### config.mk
export PLATFORM = sky130hd
export DESIGN_NAME = key_short_long_press_menu_flat
export DESIGN_NICKNAME = d
export VERILOG_FILES = /design/src/sv/kslpm_pkg.sv /design/src/sv/kslpm_in_if.sv /design/src/sv/kslpm_out_if.sv /design/src/sv/kslpm_step.sv /design/src/sv/key_short_long_press_menu.sv /design/src/flat_wrapper.sv
export VERILOG_INCLUDE_DIRS = /design/src /design/src/sv
export SDC_FILE = /design/constraint.sdc
export NUM_CORES = 1
export LEC_CHECK = 0
export BUFFER_PORTS_ARGS = -buffer_cell sky130_fd_sc_hd__buf_2
export CORE_MARGIN = 2
export CORE_UTILIZATION = 39
export CTS_CLUSTER_DIAMETER = 50
export DETAILED_ROUTE_END_ITERATION = 8
export GPL_ROUTABILITY_DRIVEN = 0
export PLACE_DENSITY_LB_ADDON = 0.3
export SLEW_MARGIN = 20
export SYNTH_ARGS = -nofsm -noshare
export SYNTH_HDL_FRONTEND = slang
export SYNTH_HIERARCHICAL = 1
export SYNTH_SLANG_ARGS = --single-unit
### constraint.sdc
create_clock -name i_clk -period 11.2 [get_ports i_clk]
set_input_delay 1.12 -clock i_clk [delete_from_list [all_inputs] [get_ports i_clk]]
set_output_delay 1.12 -clock i_clk [all_outputs]
set_load 0.02 [all_outputs]
### src/sv/key_short_long_press_menu_assert.svh
// assertion macros for the key press menu block
`ifndef KEY_SHORT_LONG_PRESS_MENU_ASSERT_SVH
`define KEY_SHORT_LONG_PRESS_MENU_ASSERT_SVH

// consequent checked in the same cycle as the antecedent
`define KSLPM_ASSERT_SAME(lbl, ante, cons, msg) \
    lbl: assert property (@(posedge i_clk) disable iff (!i_rst_n) \
        (ante) |-> (cons)) else $error(msg);

// consequent checked in the cycle after the antecedent
`define KSLPM_ASSERT_NEXT(lbl, ante, cons, msg) \
    lbl: assert property (@(posedge i_clk) disable iff (!i_rst_n) \
        (ante) |=> (cons)) else $error(msg);

`endif

### src/sv/kslpm_pkg.sv
package kslpm_pkg;

    localparam int unsigned CODE_W  = 3;
    localparam int unsigned KEYS_W  = 4;
    localparam int unsigned HOLD_W  = 16;
    localparam int unsigned IDX_W   = 5;
    localparam int unsigned CFG_IDX_W  = 2;
    localparam int unsigned CFG_DATA_W = 16;

    localparam logic [HOLD_W-1:0] LONG_THRESHOLD_RST = 16'd10;
    localparam logic [IDX_W-1:0]  MENU_MAX_RST       = 5'd20;
    localparam logic [IDX_W-1:0]  MENU_MIN_RST       = 5'd1;
    localparam logic [HOLD_W-1:0] HOLD_MAX           = '1;

    localparam logic [CODE_W-1:0] KEY_NONE = 3'd0;
    localparam logic [CODE_W-1:0] KEY_1    = 3'd1;
    localparam logic [CODE_W-1:0] KEY_2    = 3'd2;
    localparam logic [CODE_W-1:0] KEY_3    = 3'd3;
    localparam logic [CODE_W-1:0] KEY_4    = 3'd4;

    typedef enum logic {
        ACT_TICK = 1'b0,
        ACT_SCAN = 1'b1
    } t_action;

    typedef enum logic [CFG_IDX_W-1:0] {
        CFG_LONG_THRESHOLD = 2'd0,
        CFG_MENU_MAX       = 2'd1,
        CFG_MENU_MIN       = 2'd2
    } t_cfg_idx;

    typedef struct packed {
        logic [HOLD_W-1:0] long_threshold;
        logic [IDX_W-1:0]  menu_max;
        logic [IDX_W-1:0]  menu_min;
    } t_cfg;

    typedef struct packed {
        logic [CODE_W-1:0] prev_code;
        logic [HOLD_W-1:0] hold_count;
        logic [IDX_W-1:0]  sel_entry;
        logic              in_menu;
        logic [IDX_W-1:0]  run_task;
    } t_state;

    typedef struct packed {
        logic [CODE_W-1:0] key_code;
        logic [CODE_W-1:0] short_key;
        logic [CODE_W-1:0] long_key;
        logic [IDX_W-1:0]  menu_index;
        logic              menu_shown;
        logic [IDX_W-1:0]  task_number;
        logic              entered;
        logic              quit;
    } t_result;

    // key 1 has the highest priority
    function automatic logic [CODE_W-1:0] encode_keys(input logic [KEYS_W-1:0] k);
        logic [CODE_W-1:0] c;
        if (k[0])      c = KEY_1;
        else if (k[1]) c = KEY_2;
        else if (k[2]) c = KEY_3;
        else if (k[3]) c = KEY_4;
        else           c = KEY_NONE;
        return c;
    endfunction

endpackage

### src/sv/kslpm_in_if.sv
interface kslpm_in_if;
    logic                              valid;
    logic                              ready;
    logic                              action;
    logic [kslpm_pkg::KEYS_W-1:0]      keys_pressed;

    modport source (output valid, output action, output keys_pressed, input ready);
    modport sink   (input valid, input action, input keys_pressed, output ready);
endinterface

### src/sv/kslpm_out_if.sv
interface kslpm_out_if;
    logic                              valid;
    logic                              ready;
    logic [kslpm_pkg::CODE_W-1:0]      key_code;
    logic [kslpm_pkg::CODE_W-1:0]      short_key;
    logic [kslpm_pkg::CODE_W-1:0]      long_key;
    logic [kslpm_pkg::IDX_W-1:0]       menu_index;
    logic                              menu_shown;
    logic [kslpm_pkg::IDX_W-1:0]       task_number;
    logic                              entered;
    logic                              quit;

    modport source (
        output valid, output key_code, output short_key, output long_key,
        output menu_index, output menu_shown, output task_number,
        output entered, output quit, input ready
    );
    modport sink (
        input valid, input key_code, input short_key, input long_key,
        input menu_index, input menu_shown, input task_number,
        input entered, input quit, output ready
    );
endinterface

### src/sv/kslpm_step.sv
module kslpm_step (
    input  kslpm_pkg::t_state              i_state,
    input  kslpm_pkg::t_cfg                i_cfg,
    input  logic                           i_action,
    input  logic [kslpm_pkg::KEYS_W-1:0]   i_keys,
    output kslpm_pkg::t_state              o_state,
    output kslpm_pkg::t_result             o_result
);

    always_comb begin
        logic [kslpm_pkg::CODE_W-1:0] code;
        logic [kslpm_pkg::CODE_W-1:0] diff;
        logic [kslpm_pkg::CODE_W-1:0] up;
        logic [kslpm_pkg::CODE_W-1:0] down;
        logic [kslpm_pkg::HOLD_W-1:0] hold;
        logic [kslpm_pkg::IDX_W:0]    inc;
        logic [kslpm_pkg::IDX_W:0]    min_p1;

        o_state  = i_state;
        o_result = '0;
        code     = kslpm_pkg::KEY_NONE;
        diff     = '0;
        up       = '0;
        down     = '0;
        hold     = i_state.hold_count;
        inc      = {1'b0, i_state.sel_entry} + {{kslpm_pkg::IDX_W{1'b0}}, 1'b1};
        min_p1   = {1'b0, i_cfg.menu_min} + {{kslpm_pkg::IDX_W{1'b0}}, 1'b1};

        if (i_action == kslpm_pkg::ACT_TICK) begin
            if (i_state.hold_count != kslpm_pkg::HOLD_MAX) begin
                o_state.hold_count = i_state.hold_count + 16'd1;
            end
        end else begin
            code = kslpm_pkg::encode_keys(i_keys);
            diff = i_state.prev_code ^ code;
            // bitwise edge patterns on the codes, not on the keys
            up   = ~code & diff;
            down = code & diff;
            o_state.prev_code = code;
            if (down != '0) begin
                hold = '0;
            end
            o_state.hold_count = hold;

            if (hold < i_cfg.long_threshold) begin
                if (up inside {[kslpm_pkg::KEY_1:kslpm_pkg::KEY_4]}) begin
                    o_result.short_key = up;
                    if (i_state.in_menu) begin
                        if (up == kslpm_pkg::KEY_1) begin
                            if (inc >= {1'b0, i_cfg.menu_max}) begin
                                o_state.sel_entry = i_cfg.menu_max;
                            end else begin
                                o_state.sel_entry = inc[kslpm_pkg::IDX_W-1:0];
                            end
                        end else if (up == kslpm_pkg::KEY_2) begin
                            // clamp, including the step down from zero
                            if ({1'b0, i_state.sel_entry} <= min_p1) begin
                                o_state.sel_entry = i_cfg.menu_min;
                            end else begin
                                o_state.sel_entry = i_state.sel_entry - 5'd1;
                            end
                        end
                    end
                end
            end else begin
                o_result.long_key = code;
                if (code == kslpm_pkg::KEY_1) begin
                    if (i_state.in_menu && (i_state.sel_entry != '0)) begin
                        o_state.in_menu   = 1'b0;
                        o_state.run_task  = i_state.sel_entry;
                        o_result.entered  = 1'b1;
                    end
                end else if (code == kslpm_pkg::KEY_2) begin
                    if (!i_state.in_menu) begin
                        o_state.in_menu  = 1'b1;
                        o_state.run_task = '0;
                        o_result.quit    = 1'b1;
                    end
                end
            end
        end

        o_result.key_code    = o_state.prev_code;
        o_result.menu_index  = o_state.sel_entry;
        o_result.menu_shown  = o_state.in_menu;
        o_result.task_number = o_state.run_task;
    end

endmodule

### src/sv/key_short_long_press_menu.sv
// channel   dir   payload
// i_in      in    action, keys_pressed
// o_out     out   key_code, short_key, long_key, menu_index, menu_shown,
//                 task_number, entered, quit
//
// one item per cycle sustained while o_out is ready; an input transfer reaches
// result valid through the input register, then state update and result register
// the input register lets one more item in while a result waits on o_out
// synchronous active-low reset: settings to defaults, menu shown, state and valid flags zero
// a stalled output holds its result and blocks the input once the input
// register is also full
module key_short_long_press_menu (
    input  logic                                i_clk,
    input  logic                                i_rst_n,
    kslpm_in_if.sink                            i_in,
    kslpm_out_if.source                         o_out,
    input  logic                                i_cfg_we,
    input  logic [kslpm_pkg::CFG_IDX_W-1:0]     i_cfg_idx,
    input  logic [kslpm_pkg::CFG_DATA_W-1:0]    i_cfg_data
);

    kslpm_pkg::t_cfg     r_cfg;
    kslpm_pkg::t_state   r_state;
    kslpm_pkg::t_state   n_state;
    kslpm_pkg::t_result  r_out;
    kslpm_pkg::t_result  n_out;
    logic                r_in_valid;
    logic                r_in_action;
    logic [kslpm_pkg::KEYS_W-1:0] r_in_keys;
    logic                r_out_valid;
    logic                advance;
    logic                in_xfer;

    assign advance  = r_in_valid && (!r_out_valid || o_out.ready);
    assign i_in.ready = !r_in_valid || advance;
    assign in_xfer  = i_in.valid && i_in.ready;

    always_ff @(posedge i_clk) begin
        if (!i_rst_n) begin
            r_cfg.long_threshold <= kslpm_pkg::LONG_THRESHOLD_RST;
            r_cfg.menu_max       <= kslpm_pkg::MENU_MAX_RST;
            r_cfg.menu_min       <= kslpm_pkg::MENU_MIN_RST;
        end else if (i_cfg_we) begin
            case (i_cfg_idx)
                kslpm_pkg::CFG_LONG_THRESHOLD: r_cfg.long_threshold <= i_cfg_data;
                kslpm_pkg::CFG_MENU_MAX:
                    r_cfg.menu_max <= i_cfg_data[kslpm_pkg::IDX_W-1:0];
                kslpm_pkg::CFG_MENU_MIN:
                    r_cfg.menu_min <= i_cfg_data[kslpm_pkg::IDX_W-1:0];
                default: ;
            endcase
        end
    end

    // input register
    always_ff @(posedge i_clk) begin
        if (!i_rst_n) begin
            r_in_valid <= 1'b0;
        end else if (in_xfer) begin
            r_in_valid <= 1'b1;
        end else if (advance) begin
            r_in_valid <= 1'b0;
        end
    end

    always_ff @(posedge i_clk) begin
        if (in_xfer) begin
            r_in_action <= i_in.action;
            r_in_keys   <= i_in.keys_pressed;
        end
    end

    kslpm_step u_step (
        .i_state  (r_state),
        .i_cfg    (r_cfg),
        .i_action (r_in_action),
        .i_keys   (r_in_keys),
        .o_state  (n_state),
        .o_result (n_out)
    );

    always_ff @(posedge i_clk) begin
        if (!i_rst_n) begin
            r_state.prev_code  <= kslpm_pkg::KEY_NONE;
            r_state.hold_count <= '0;
            r_state.sel_entry  <= '0;
            r_state.in_menu    <= 1'b1;
            r_state.run_task   <= '0;
            r_out_valid        <= 1'b0;
        end else if (advance) begin
            r_state     <= n_state;
            r_out_valid <= 1'b1;
        end else if (o_out.ready) begin
            r_out_valid <= 1'b0;
        end
    end

    always_ff @(posedge i_clk) begin
        if (advance) begin
            r_out <= n_out;
        end
    end

    assign o_out.valid       = r_out_valid;
    assign o_out.key_code    = r_out.key_code;
    assign o_out.short_key   = r_out.short_key;
    assign o_out.long_key    = r_out.long_key;
    assign o_out.menu_index  = r_out.menu_index;
    assign o_out.menu_shown  = r_out.menu_shown;
    assign o_out.task_number = r_out.task_number;
    assign o_out.entered     = r_out.entered;
    assign o_out.quit        = r_out.quit;

`include "key_short_long_press_menu_assert.svh"

    `KSLPM_ASSERT_SAME(a_full_blocks, r_in_valid && r_out_valid && !o_out.ready, !i_in.ready, "input taken while both stages are full")
    `KSLPM_ASSERT_SAME(a_enter_hides, r_out_valid && r_out.entered, !r_out.menu_shown && (r_out.task_number == r_out.menu_index) && (r_out.long_key == kslpm_pkg::KEY_1), "task entry left menu state inconsistent")
    `KSLPM_ASSERT_SAME(a_quit_shows, r_out_valid && r_out.quit, r_out.menu_shown && (r_out.task_number == '0) && (r_out.long_key == kslpm_pkg::KEY_2), "task quit left menu state inconsistent")
    `KSLPM_ASSERT_SAME(a_short_long, r_out_valid, (r_out.short_key == '0) || (r_out.long_key == '0), "short and long press in one item")
    `KSLPM_ASSERT_NEXT(a_out_load, advance, r_out_valid && (r_state == $past(n_state)), "result register missed a state update")

endmodule

### src/flat_wrapper.sv
// flat-port wrapper written by rule: the top's interface ports become plain ports
module key_short_long_press_menu_flat 
  (i_clk, i_rst_n, i_cfg_we, i_cfg_idx, i_cfg_data, i_in_valid, i_in_action, i_in_keys_pressed, i_in_ready, o_out_valid, o_out_key_code, o_out_short_key, o_out_long_key, o_out_menu_index, o_out_menu_shown, o_out_task_number, o_out_entered, o_out_quit, o_out_ready);
  kslpm_in_if i_in_i ();
  kslpm_out_if o_out_i ();
  input  logic i_clk;
  input  logic i_rst_n;
  input  logic i_cfg_we;
  input  logic [kslpm_pkg::CFG_IDX_W-1:0] i_cfg_idx;
  input  logic [kslpm_pkg::CFG_DATA_W-1:0] i_cfg_data;
  input wire logic [$bits(i_in_i.valid)-1:0] i_in_valid;
  input wire logic [$bits(i_in_i.action)-1:0] i_in_action;
  input wire logic [$bits(i_in_i.keys_pressed)-1:0] i_in_keys_pressed;
  output wire logic [$bits(i_in_i.ready)-1:0] i_in_ready;
  output wire logic [$bits(o_out_i.valid)-1:0] o_out_valid;
  output wire logic [$bits(o_out_i.key_code)-1:0] o_out_key_code;
  output wire logic [$bits(o_out_i.short_key)-1:0] o_out_short_key;
  output wire logic [$bits(o_out_i.long_key)-1:0] o_out_long_key;
  output wire logic [$bits(o_out_i.menu_index)-1:0] o_out_menu_index;
  output wire logic [$bits(o_out_i.menu_shown)-1:0] o_out_menu_shown;
  output wire logic [$bits(o_out_i.task_number)-1:0] o_out_task_number;
  output wire logic [$bits(o_out_i.entered)-1:0] o_out_entered;
  output wire logic [$bits(o_out_i.quit)-1:0] o_out_quit;
  input wire logic [$bits(o_out_i.ready)-1:0] o_out_ready;
  assign i_in_i.valid = i_in_valid;
  assign i_in_i.action = i_in_action;
  assign i_in_i.keys_pressed = i_in_keys_pressed;
  assign i_in_ready = i_in_i.ready;
  assign o_out_valid = o_out_i.valid;
  assign o_out_key_code = o_out_i.key_code;
  assign o_out_short_key = o_out_i.short_key;
  assign o_out_long_key = o_out_i.long_key;
  assign o_out_menu_index = o_out_i.menu_index;
  assign o_out_menu_shown = o_out_i.menu_shown;
  assign o_out_task_number = o_out_i.task_number;
  assign o_out_entered = o_out_i.entered;
  assign o_out_quit = o_out_i.quit;
  assign o_out_i.ready = o_out_ready;
  key_short_long_press_menu u_core (.i_clk(i_clk), .i_rst_n(i_rst_n), .i_in(i_in_i), .o_out(o_out_i), .i_cfg_we(i_cfg_we), .i_cfg_idx(i_cfg_idx), .i_cfg_data(i_cfg_data));
endmodule
Yosys cells after proc, flatten, opt, wreduce, memory -nomap -nowiden

Index checks and enable logic that the tools add are counted.

Reductions and logical operators: 22
Bitwise logic cells: 7
$lt $le $gt $ge: 5
Div/mod/pow operators: 0
Equal/unequal tests: 7
Muxes and demuxes: 29
Shift operators: 0
$mul: 0
$add $sub $neg: 4

Operators with widths:

| operator              | number |
|---|---|
| $mux 16               | 4 |
| $mux 5                | 8 |
| $mux 6                | 4 |
| $mux 3                | 6 |
| $add 16x1->16 const B | 1 |
| $lt 16x16->1          | 1 |
| $ne 16x16->1 const B  | 1 |
| $add 5x1->6 const B   | 2 |
| $mux 11               | 1 |
| $reduce_and 2->1      | 4 |
| $and 3x3->3           | 2 |
| $eq 3x1->1 const B    | 2 |
| $eq 3x2->1 const B    | 2 |
| $ge 6x5->1            | 1 |
| $le 5x6->1            | 1 |
| $mux 1                | 6 |
| $reduce_bool 2->1     | 3 |
| $reduce_bool 5->1     | 1 |
| $sub 5x1->5 const B   | 1 |
| $logic_and 1x1->1     | 4 |
| $reduce_or 4->1       | 1 |
| $ge 3x1->1 const B    | 1 |
| $le 3x3->1 const B    | 1 |
| $not 1->1             | 3 |
| other kinds (11)      | 13 |

Bits in writable memories: 0
Logic and storage cells: 94
Bits in read-only memories: 0
Memories kept: 0
Register bits: 85
Latch bits: 0

Depth between registers and ports, before layout

Gate-level depths: netlist of the first run.

Depth after elaboration: 14
Gate-level depth with buffers: 17
Depth with buffers taken out: 14

By module

The synthesis of the first run kept the hierarchy.

Modules (own cells, without submodules):

| module                    | cells each | times used | sequential area each (um2) | area each (um2) |
|---|---|---|---|---|
| key_short_long_press_menu | 274        | 1          | 1971.9                     | 2992.9 |
| kslpm_step                | 312        | 1          | 0.0                        | 2062.0 |

Worst setup path after synthesis of the first run

OpenSTA, ideal clock, no wires.

Path type: register to register
Start point: reg u_core/r_in_keys[2] in the netlist's numbering
End point: reg u_core/r_state[0] in the netlist's numbering
Path slack: 7.424 ns
Data required time: 11.074 ns
Arrival time: 3.650 ns
Library setup time: 0.126 ns
Period minus slack after synthesis: 3.776 ns
Stages on the path, launching flop included: 16
Cell sequence: edfxtp_1 or4b_4 a21oi_1 o21ba_2 clkbuf_1 and2_1 ha_1 nand4_1 a2111oi_0 nand4b_2 a31oi_2 nand2_1 a22o_1 buf_4 nand2_1 mux2i_1

RTL lines:

| element                | RTL line                        | text |
|---|---|---|
| start, declared        | key_short_long_press_menu.sv:29 | `logic [kslpm_pkg::KEYS_W-1:0] r_in_keys;` |
| start signal, assigned | key_short_long_press_menu.sv:69 | `r_in_keys <= i_in.keys_pressed;` |
| end signal, assigned   | key_short_long_press_menu.sv:91 | `r_state <= n_state;` |
| end, declared          | key_short_long_press_menu.sv:23 | `kslpm_pkg::t_state r_state;` |

==> results of run 1 <==
stage by stage:
step | utilization (%) | setup slack (ps) | total power [uW] | instance area [um^2] | hold WS (ps)
after floorplan | - | 7424 | 383.6 | 5055 | 429.6
after global placement | 42.22 | 7065 | 399.0 | 5328 | 439.9
after detailed placement | 42.22 | 6878 | 400.7 | 5328 | 443.2
after CTS | 44.52 | 6843 | 694.2 | 5618 | 451.9
after global routing | 44.52 | 6555 | 712.6 | 5618 | 465.5
final | 44.52 | 6766 | 685.0 | 5618 | 448.2
cells by family after synthesis:
group,count (synthesis)
buffers and inverters,71
AOI/OAI and AO/OA,89
adders and majority gates,30
xor gates and xnor gates,9
DFF,85
and+or+nand+nor,258
muxes,44
layout by cell type, fill, tap and decap left out, drive strengths merged, types with 4 or more instances in the layout:
cell type / netlist / final
a21oi: 19 / 19
a22o: 6 / 6
a31oi: 6 / 6
and2: 18 / 18
and3: 5 / 5
buf: 27 / 53
clkbuf: 13 / 9
clkinv: 0 / 4
dfxtp: 58 / 58
edfxtp: 27 / 27
ha: 30 / 30
inv: 31 / 32
mux2i: 44 / 44
nand2: 113 / 113
nand2b: 10 / 10
nand3: 51 / 51
nand4: 8 / 8
nor2: 21 / 21
nor2b: 11 / 11
nor3: 5 / 5
o21ai: 31 / 31
o22ai: 4 / 4
o31ai: 4 / 4
xnor2: 5 / 5
xor2: 4 / 4
layout make-up:
class	count	area, um^2
multi-input combinational	430	2754
sequential	85	1972
timing repair buffer	53	270.3
inverter	31	116.4
clock buffer	9	225.2
tap	172	215.2
fill	1274	7002
clock inverter	7	65.06
per-layer routing:
metal | vias up | wire length, um
met4 | 0 | 140
met3 | 10 | 579
met2 | 97 | 4877
met5 | - | 0
met1 | 1897 | 5328
li1 | 2093 | -
worst max-delay path: stages (launching register included):
cell and delay, ps:
edfxtp_1 530, or4b_4 600, a21oi_1 140, o21ba_2 260
and2_1 200, ha_1 290, nand2_1 100, nor4_1 630
o31ai_1 290, a31oi_2 520, nand2_1 270, a22o_1 310
nand2_1 70, mux2i_1 80
state kept, by name (all words and copies together), names as in the netlist:
register / flops
u_core/o_out.key_code: 3
u_core/o_out.task_number: 5
u_core/o_out.quit: 1
u_core/r_in_action: 1
u_core/r_cfg: 26
u_core/r_in_keys: 4
u_core/o_out.valid: 1
u_core/o_out.short_key: 3
u_core/r_state: 30
u_core/o_out.menu_shown: 1
u_core/r_in_valid: 1
u_core/o_out.long_key: 3
u_core/o_out.menu_index: 5
u_core/o_out.entered: 1
final timing paths:
check	from	to	slack (ps)	depth (start not counted)
max	u_core/r_in_keys[1]$_DFFE_PP_	u_core/r_state[1]$_SDFFE_PN0P_	6770	13
min	u_core/r_cfg[23]$_SDFFE_PN0P_	u_core/r_cfg[23]$_SDFFE_PN0P_	450	2
max reg2reg	u_core/r_in_keys[1]$_DFFE_PP_	u_core/r_state[1]$_SDFFE_PN0P_	6770	13
min reg2reg	u_core/r_cfg[23]$_SDFFE_PN0P_	u_core/r_cfg[23]$_SDFFE_PN0P_	450	2
power breakdown:
| part | internal, uW | leakage (uW) | switching [uW] |
|---|---|---|---|
| clock | 171 | 0.000143 | 119 |
| sequential | 327 | 0.000734 | 7.54 |
| combinational | 21.8 | 0.00143 | 38.5 |
==> qor.yml, run 1 <==
grt:
  grt_max_degree: 104
  track_usage_pct: 16.00
  grt_pass1_wl_mm: 18.13
  grt-ovfl-total: 0
  met1_usage_pct: 20.91
  grt_use_met2_pct: 25.29
  antenna_found_initial: 0
  grt.busiest_layer: "met2"
  met3_usage_pct: 4.554
  grt_pass1_vias: 3855
logic_synthesis:
  synth.ff_latch_count: 85
  synthTopCellsByArea: "dfxtp_1, edfxtp_1, mux2i_1"
  synthMuxAreaShare_pct: 8.713
  synth_edf_count: 27
  syn_avg_cell_area_um2: 8.626
  yosysSeqAreaShare_pct: 39.01
  synth_compound_area_share_pct: 11.41
  syn_inst: 586
  synth_cell_types: 56
  synth_top_family_by_area: "simple AND/OR/NAND/NOR gates"
  synth_xor_area_share_pct: 1.559
  synth_most_common_cell: "nand2_1"
  ys_warn_count: 6
  yosysTopAreaCell: "dfxtp_1"
  syn-cell-area_mm2: 0.005055
  ys_top_cells_by_count: "nand2_1, dfxtp_1, nand3_1, mux2i_1, inv_1"
  synth_ff_type: "dfxtp_1"
  post_synth_and_or_nand_nor_area_fraction_pct: 25.22
  syn-num-nets: 644
  synth_fa_ha_area_share_pct: 7.426
  synth_top_area_share_pct: 22.97
  async_flop_share_pct: 0
clocking:
  clkTransAtPathRegs_ps: 60
  clock_sinks: 85
  cts_tree: "built"
  cts_resized: 0
  hold_buffers: 0
  root_buffer: "clkbuf_16"
  cts_made_buffers: 9
  h-tree-depth: 3
  clk_latency_ps: 340
  postCtsSetupRepairBufs: 0
  ctsLongestPathBuffers: 2
floorplanning:
  die_y_um: 117.8
  die_w_um: 117.8
  core-area_mm2: 0.01262
  ioPinCount: 52
  dieArea_mm2: 0.01389
  num_rows: 41
  start_util_pct: 40.06
critical_path:
  cp_max_fo: 18
  worstSetupPathType: "reg -> reg"
  worst_setup_path_end_kind: "flop"
  cp.arrival_ps: 4640
  cp-start-kind: "flop"
  required_ps: 11400
hold_path:
  hold_class: "reg -> reg"
power:
  powerDensity_mw_per_mm2: 121.9
  leakage_uw: 0.002303
  vdd_drop_max_v: 0.0001142
timing:
  fin_crit_ps: 4434
  worst_pin_slew_ps: 967.1
  skew_ps: 5.629
  fin_setup_tns_ps: 0
  period_share_pct: 39.59
  hold_violations: 0
  rsz0062_at_grt: "no"
  fmax_mhz: 225.5
  slew_headroom_pct: 35.53
  finalSetupViolCount: 0
  slew_violations: 0
placed_design:
  port_buffers: 51
  hpwl_mm: 7.858
  dpl.cell_count: 771
routing:
  antenna_left: 0
  drt_iter0_markers: 248
  viasPerCell: 5.206
  finalWirelength_mm: 10.93
  drc: 0
  num_vias: 4097
  wl_per_cell_um: 13.88
  firstDrtPassIters: 4
job:
  cap_violations: 0
cells_and_area:
  final_cells: 787
  syn2layout_area_growth_pct: 11.14
  nets: 668
  antennaDiodeCount: 0
  drive_gt1_share_pct: 12.68
outcome:
  status: "completed"
(Power assumes the default switching activity.)
==> run 2: changes to the inputs <==
==> constraint.sdc (replaced) <==
create_clock -name i_clk -period 4.6 [get_ports i_clk]
set_input_delay 0.46 -clock i_clk [delete_from_list [all_inputs] [get_ports i_clk]]
set_output_delay 0.46 -clock i_clk [all_outputs]
set_load 0.02 [all_outputs]
==> qor.yml, run 2 (synthesis results as in run 1) <==
outcome:
  status: "completed"
critical_path:
  cp.arrival_ps: 4430  # -210 ps
  cp-start-kind: "flop"
  worstRegToRegCells: 14  # +1
  cp_max_fo: 18  # unchanged
  worst_setup_path_end_kind: "flop"
  required_ps: 4870  # -6530 ps
  worstSetupPathType: "reg -> reg"
placed_design:
  port_buffers: 51  # unchanged
  hpwl_mm: 7.947  # +1.1%
  dp_slack_ps: 434.6  # -6443 ps
timing:
  skew_ps: 6.529  # +0.8995 ps
  fin_setup_tns_ps: 0  # unchanged
  fin_hold_ws_ps: 296.9  # -151.3 ps
  period_share_pct: 90.51  # +51 points
  hold_violations: 0  # unchanged
  rsz0062_at_grt: "no"
  slew_violations: 0  # unchanged
  fmax_mhz: 240.2  # +6.5%
  finalSetupViolCount: 0  # unchanged
  worst_slack_ps: 436.6  # -6329 ps
  slew_headroom_pct: 50.84  # +15 points
  worst_pin_slew_ps: 734.1  # -233.0 ps
  fin_crit_ps: 4163  # -270.8 ps
routing:
  antenna_left: 0  # unchanged
  drc: 0  # unchanged
  wl_per_cell_um: 13.70  # -1.3%
  drt_iter0_markers: 242  # -2.4%
  firstDrtPassIters: 5  # +1
  num_vias: 4105  # +0.20%
  viasPerCell: 5.209  # about the same
  finalWirelength_mm: 10.80  # -1.2%
cells_and_area:
  drive_gt1_share_pct: 12.82  # +0.14 points
  syn2layout_area_growth_pct: 11.91
  mostFrequentLayoutCell: "nand2_1"
  fillCellCount: 1244  # -2.4%
  antennaDiodeCount: 0  # unchanged
  largest-register: "u_core/r_state"
  largest_reg_flops: 30  # unchanged
  top_regs: "u_core/r_state: 30 flops, u_core/r_cfg: 26 flops"
  nets: 669  # +0.15%
  layout_common_cells: "nand2_1, dfxtp_1, buf_2, nand3_1, mux2i_1"
power:
  power_frac_seq_pct: 47.4  # -1.4 points
  powerDensity_mw_per_mm2: 303.7  # +150%
  clock_power_share_pct: 44.0  # +1.6 points
  leakage_uw: 0.002317  # +0.61%
  p_int_uw: 1323  # +150%
  vdd_drop_max_v: 0.0001741  # +52%
  switching_power_uw: 395.0  # +140%
  comb_power_share_pct: 8.6  # -0.2 points
  switching_share_pct: 22.99  # -1.1 points
grt:
  antenna_found_initial: 0  # unchanged
  grt-ovfl-total: 0  # unchanged
  track_usage_pct: 16.38  # +0.37 points
  grt_max_degree: 67  # -36%
  grt_pass1_vias: 3933  # +2.0%
  grt_pass1_wl_mm: 18.91  # +4.3%
floorplanning:
  die_w_um: 117.8  # unchanged
  dieArea_mm2: 0.01389  # unchanged
  ioPinCount: 52  # unchanged
  num_rows: 41  # unchanged
  die_y_um: 117.8  # unchanged
  core-area_mm2: 0.01262  # unchanged
  start_util_pct: 40.06  # unchanged
hold_path:
  hold_path_depth: 1  # -1
  hold_class: "in -> reg"
clocking:
  clock_sinks: 85  # unchanged
  cts_made_buffers: 9  # unchanged
  cts_tree: "built"
  root_buffer: "clkbuf_16"
  clkTransAtPathRegs_ps: 60  # about the same
  postCtsSetupRepairBufs: 0  # unchanged
  clk_latency_ps: 340  # about the same
  ctsLongestPathBuffers: 2  # unchanged
  h-tree-depth: 3  # unchanged
job:
  cap_violations: 0  # unchanged
run 2: changes by cell type in the layout (fill, tap and decap cells not counted):
cell	delta
a31oi_2	-1
clkinv_1	-1
bufinv_16	+1
clkbuf_1	+2
o31ai_2	+1
clkinvlp_4	-1
buf_4	+1
a31oi_4	+1
inv_6	-1
o31ai_1	-1
run 2: layer usage:
metal / vias to the layer above / part of all wire, % / track usage, %
met4: 0 / 1.4 / 5.120
li1: 2094 / - / -
met1: 1892 / 48 / 22.09
met5: - / 0 / 0
met3: 14 / 5.0 / 3.731
met2: 105 / 46 / 26.05
run 2: area by class of cell:
type	count	area [um^2]	area share (%)
multi-input cells	430	2768	48.93
flip-flops and latches	85	1972	34.86
repair buffers	54	277.8	4.910
clock buffers	11	232.7	4.114
well taps	172	215.2	3.804
inverters	31	116.4	2.057
clock inverters	5	75.07	1.327
run 2: repair_timing:
| item | 4_1_cts | 5_1_grt |
|---|---|---|
| resized for setup | 0 | 2 |
| endpoints found under the setup margin | 0 | 11 |
| hold buffers | 0 | 0 |
run 2: path summary, 6_finish.rpt:
kind	startpoint	to	slack [ps]
worst max-delay path	u_core/r_in_keys[1]$_DFFE_PP_	u_core/r_state[6]$_SDFFE_PN0P_	440
worst min-delay path	i_in_keys_pressed[0]	u_core/r_in_keys[0]$_DFFE_PP_	300
worst max register to register	u_core/r_in_keys[1]$_DFFE_PP_	u_core/r_state[6]$_SDFFE_PN0P_	440
worst min register to register	u_core/r_cfg[23]$_SDFFE_PN0P_	u_core/r_cfg[23]$_SDFFE_PN0P_	450
run 2: stage by stage:
stage	power, uW	instance area, um^2	cells	utilization, %
floorplan	934.1	5055	586	-
global placement	974.3	5335	772	42.28
detailed placement	978.3	5335	772	42.28
CTS	1736	5643	788	44.72
global route	1786	5657	788	44.82
finish	1718	5657	788	44.82
run 2: critical path: stages, from the launching register on:
cell      delay [ps]
edfxtp_1         530
or4b_4           600
a21oi_1          140
o21ba_2          260
and2_1           200
ha_1             290
a21oi_1          150
o21ai_0          110
a21oi_1          500
nand4_4          220
nor3b_4          400
o31ai_1          140
a221oi_1         320
nand2_1           90
mux2i_1          140
run 2: power by group through the flow:
stage,Sequential [uW],Clock (uW),Combinational [uW]
6_report,814,756,148
3_5_place_dp,830,0,148
5_1_grt,817,802,167
3_3_place_gp,830,0,144
2_1_floorplan,832,0,102
4_1_cts,814,773,148
==> run 3: changes to the inputs <==
--- a/config.mk
+++ b/config.mk
@@ -16,5 +16,4 @@
 export SLEW_MARGIN = 20
 export SYNTH_ARGS = -nofsm -noshare
 export SYNTH_HDL_FRONTEND = slang
-export SYNTH_HIERARCHICAL = 1
 export SYNTH_SLANG_ARGS = --single-unit
==> qor.yml, run 3 <==
routing:
  antenna_left: 0  # unchanged
  finalWirelength_mm: 11.87  # +10%
  drt_iter0_markers: 248  # +2.5%
  num_vias: 4384  # +6.8%
  drc: 0  # unchanged
  firstDrtPassIters: 5  # unchanged
  wl_per_cell_um: 15.05  # +9.8%
  viasPerCell: 5.556  # +6.7%
placed_design:
  dp_slack_ps: 480.8  # +46.13 ps
  hpwl_mm: 8.579  # +7.9%
  port_buffers: 51  # unchanged
clocking:
  cts_tree: "built"
  clk_latency_ps: 350  # about the same
  h-tree-depth: 3  # unchanged
  hold_buffers: 0  # unchanged
  clkTransAtPathRegs_ps: 60  # about the same
  postCtsSetupRepairBufs: 0  # unchanged
  root_buffer: "clkbuf_16"
  clock_sinks: 85  # unchanged
  ctsLongestPathBuffers: 2  # unchanged
  cts_resized: 0  # unchanged
  cts_made_buffers: 9  # unchanged
critical_path:
  rr_startpoint: "u_core.r_in_keys[1]$_DFFE_PP_"
  cp_max_fo: 17  # -1
  worst_setup_path_end_kind: "flop"
  worstSetupPathType: "reg -> reg"
  critPathLaunch: "u_core.r_in_keys[1]$_DFFE_PP_"
  cp-start-kind: "flop"
  required_ps: 4690  # -180 ps
  cp.arrival_ps: 4320  # -110 ps
timing:
  fin_setup_tns_ps: 0  # unchanged
  fin_crit_ps: 4221  # +58.07 ps
  slew_headroom_pct: 42.79  # -8.1 points
  fmax_mhz: 236.9  # -1.4%
  fin_hold_ws_ps: 293.8  # -3.113 ps
  rsz0062_at_grt: "no"
  skew_ps: 8.965  # +2.436 ps
  worst_pin_slew_ps: 856.9  # +122.8 ps
  hold_violations: 0  # unchanged
  period_share_pct: 91.77  # +1.3 points
  slew_violations: 0  # unchanged
  worst_slack_ps: 378.6  # -58.07 ps
  finalSetupViolCount: 0  # unchanged
floorplanning:
  die_w_um: 116.8  # -0.91%
  ioPinCount: 52  # unchanged
  dieArea_mm2: 0.01364  # -1.8%
  start_util_pct: 39.62  # -0.43 points
  core-area_mm2: 0.01252  # -0.81%
  num_rows: 41  # unchanged
  die_y_um: 116.8  # -0.91%
cells_and_area:
  top_regs: "u_core.r_state: 30 flops, u_core.r_cfg: 26 flops"
  syn2layout_area_growth_pct: 12.79
  drive_gt1_share_pct: 14.91  # +2.1 points
  regArea_mm2: 0.001972  # unchanged
  largest-register: "u_core.r_state"
  nets: 669  # unchanged
  largest_reg_flops: 30  # unchanged
  mostFrequentLayoutCell: "nand2_1"
  layout_common_cells: "nand2_1, dfxtp_1, a21oi_1"
  fillCellCount: 1268  # +1.9%
  multi_input_area_mm2: 0.002733  # -1.3%
  antennaDiodeCount: 0  # unchanged
grt:
  grt-ovfl-total: 0  # unchanged
  antenna_found_initial: 0  # unchanged
  track_usage_pct: 18.16  # +1.8 points
  grt_max_degree: 46  # -31%
  grt_pass1_vias: 4108  # +4.4%
  grt_pass1_wl_mm: 19.54  # +3.4%
power:
  switching_share_pct: 25.90  # +2.9 points
  leakage_uw: 0.002133  # -8.0%
  power_frac_seq_pct: 49.0  # +1.6 points
  p_int_uw: 1230  # -7.0%
  clock_power_share_pct: 41.3  # -2.7 points
  power_uw: 1660  # -3.4%
  comb_power_share_pct: 9.6  # +1.0 points
  vdd_drop_max_v: 0.0001464  # -16%
  powerDensity_mw_per_mm2: 296.7  # -2.3%
  switching_power_uw: 429.8  # +8.8%
logic_synthesis:
  syn-num-nets: 636  # -1.2%
  ys_top_cells_by_count: "nand2_1, dfxtp_1, a21oi_1, nor2_1, inv_1"
  yosysTopAreaCell: "dfxtp_1"
  syn-cell-area_mm2: 0.004960  # -1.9%
  yosysSeqAreaShare_pct: 39.76  # +0.75 points
  synth.ff_latch_count: 85  # unchanged
  synth_ff_type: "dfxtp_1"
  ys_warn_count: 0  # -6
  synth_most_common_cell: "nand2_1"
  synth_top_area_share_pct: 23.41  # +0.44 points
  async_flop_share_pct: 0  # unchanged
  synthTopCellsByArea: "dfxtp_1, edfxtp_1, ha_1"
  synth_cell_types: 70  # +25%
  syn_inst: 579  # -1.2%
  syn_avg_cell_area_um2: 8.566  # -0.69%
  synth_edf_count: 27  # unchanged
hold_path:
  hold_class: "in -> reg"
  hp-start: "i_in_keys_pressed[0]"
job:
  cap_violations: 0  # unchanged
outcome:
  status: "completed"
[run 3: metal layers]
layer / up-vias / share of wire (%) / GRT usage, %
met5: - / 0 / 0
met4: 0 / 1.9 / 6.667
met3: 28 / 4.5 / 3.296
met2: 118 / 49 / 31.91
met1: 2076 / 44 / 22.24
li1: 2162 / - / -
[run 3: through the flow]
stage                     area (um^2)  cells  util [%]
after floorplan                  4960    579         -
after global placement           5311    773     42.43
after detailed placement         5311    773     42.43
after CTS                        5588    789     44.64
after global routing             5594    789     44.69
final                            5594    789     44.69
[run 3: cell type report]
class	count	share of cell area [%]
clock buffer	10	4.272
inverter	34	2.281
timing repair buffer	53	4.831
clock inverter	6	0.6710
sequential	85	35.25
tap	172	3.847
multi-input combinational	429	48.85
[run 3: cell families after synthesis]
group                    after synthesis  synth area share (%)
AO/OA/AOI/OAI                        157                 20.74
XOR/XNOR                               6                 1.060
adder cells (fa/ha/maj)               29                 7.316
buffers and inverters                 65                 5.373
flip-flops                            85                 39.76
multiplexers                          12                 2.573
AND/OR/NAND/NOR                      225                 23.18
[run 3: worst max-delay path, stage by stage, from the launching register on]
cell,delay (ps)
edfxtp_1,520
or2_2,320
a21oi_1,210
o21a_1,420
and2_1,190
ha_1,240
a211oi_1,250
o21ai_0,140
a221oi_1,560
and4_1,570
and2_4,250
mux2_4,290
[run 3: final timing paths]
kind | to | cells after the start | slack [ps]
hold / removal | u_core.r_in_keys[0]$_DFFE_PP_ | 1 | 290
setup / recovery | u_core.o_out.menu_index[1]$_DFFE_PP_ | 11 | 380
hold reg to reg | u_core.r_cfg[18]$_SDFFE_PN0P_ | 2 | 460
setup reg to reg | u_core.o_out.menu_index[1]$_DFFE_PP_ | 11 | 380
[run 3: power by group through the flow]
stage / Sequential, uW / Combinational (uW) / Clock, uW
after floorplan: 831 / 108 / 0
after CTS: 813 / 160 / 702
after detailed placement: 830 / 159 / 0
after global placement: 829 / 154 / 0
final: 813 / 160 / 686
after global routing: 816 / 179 / 734
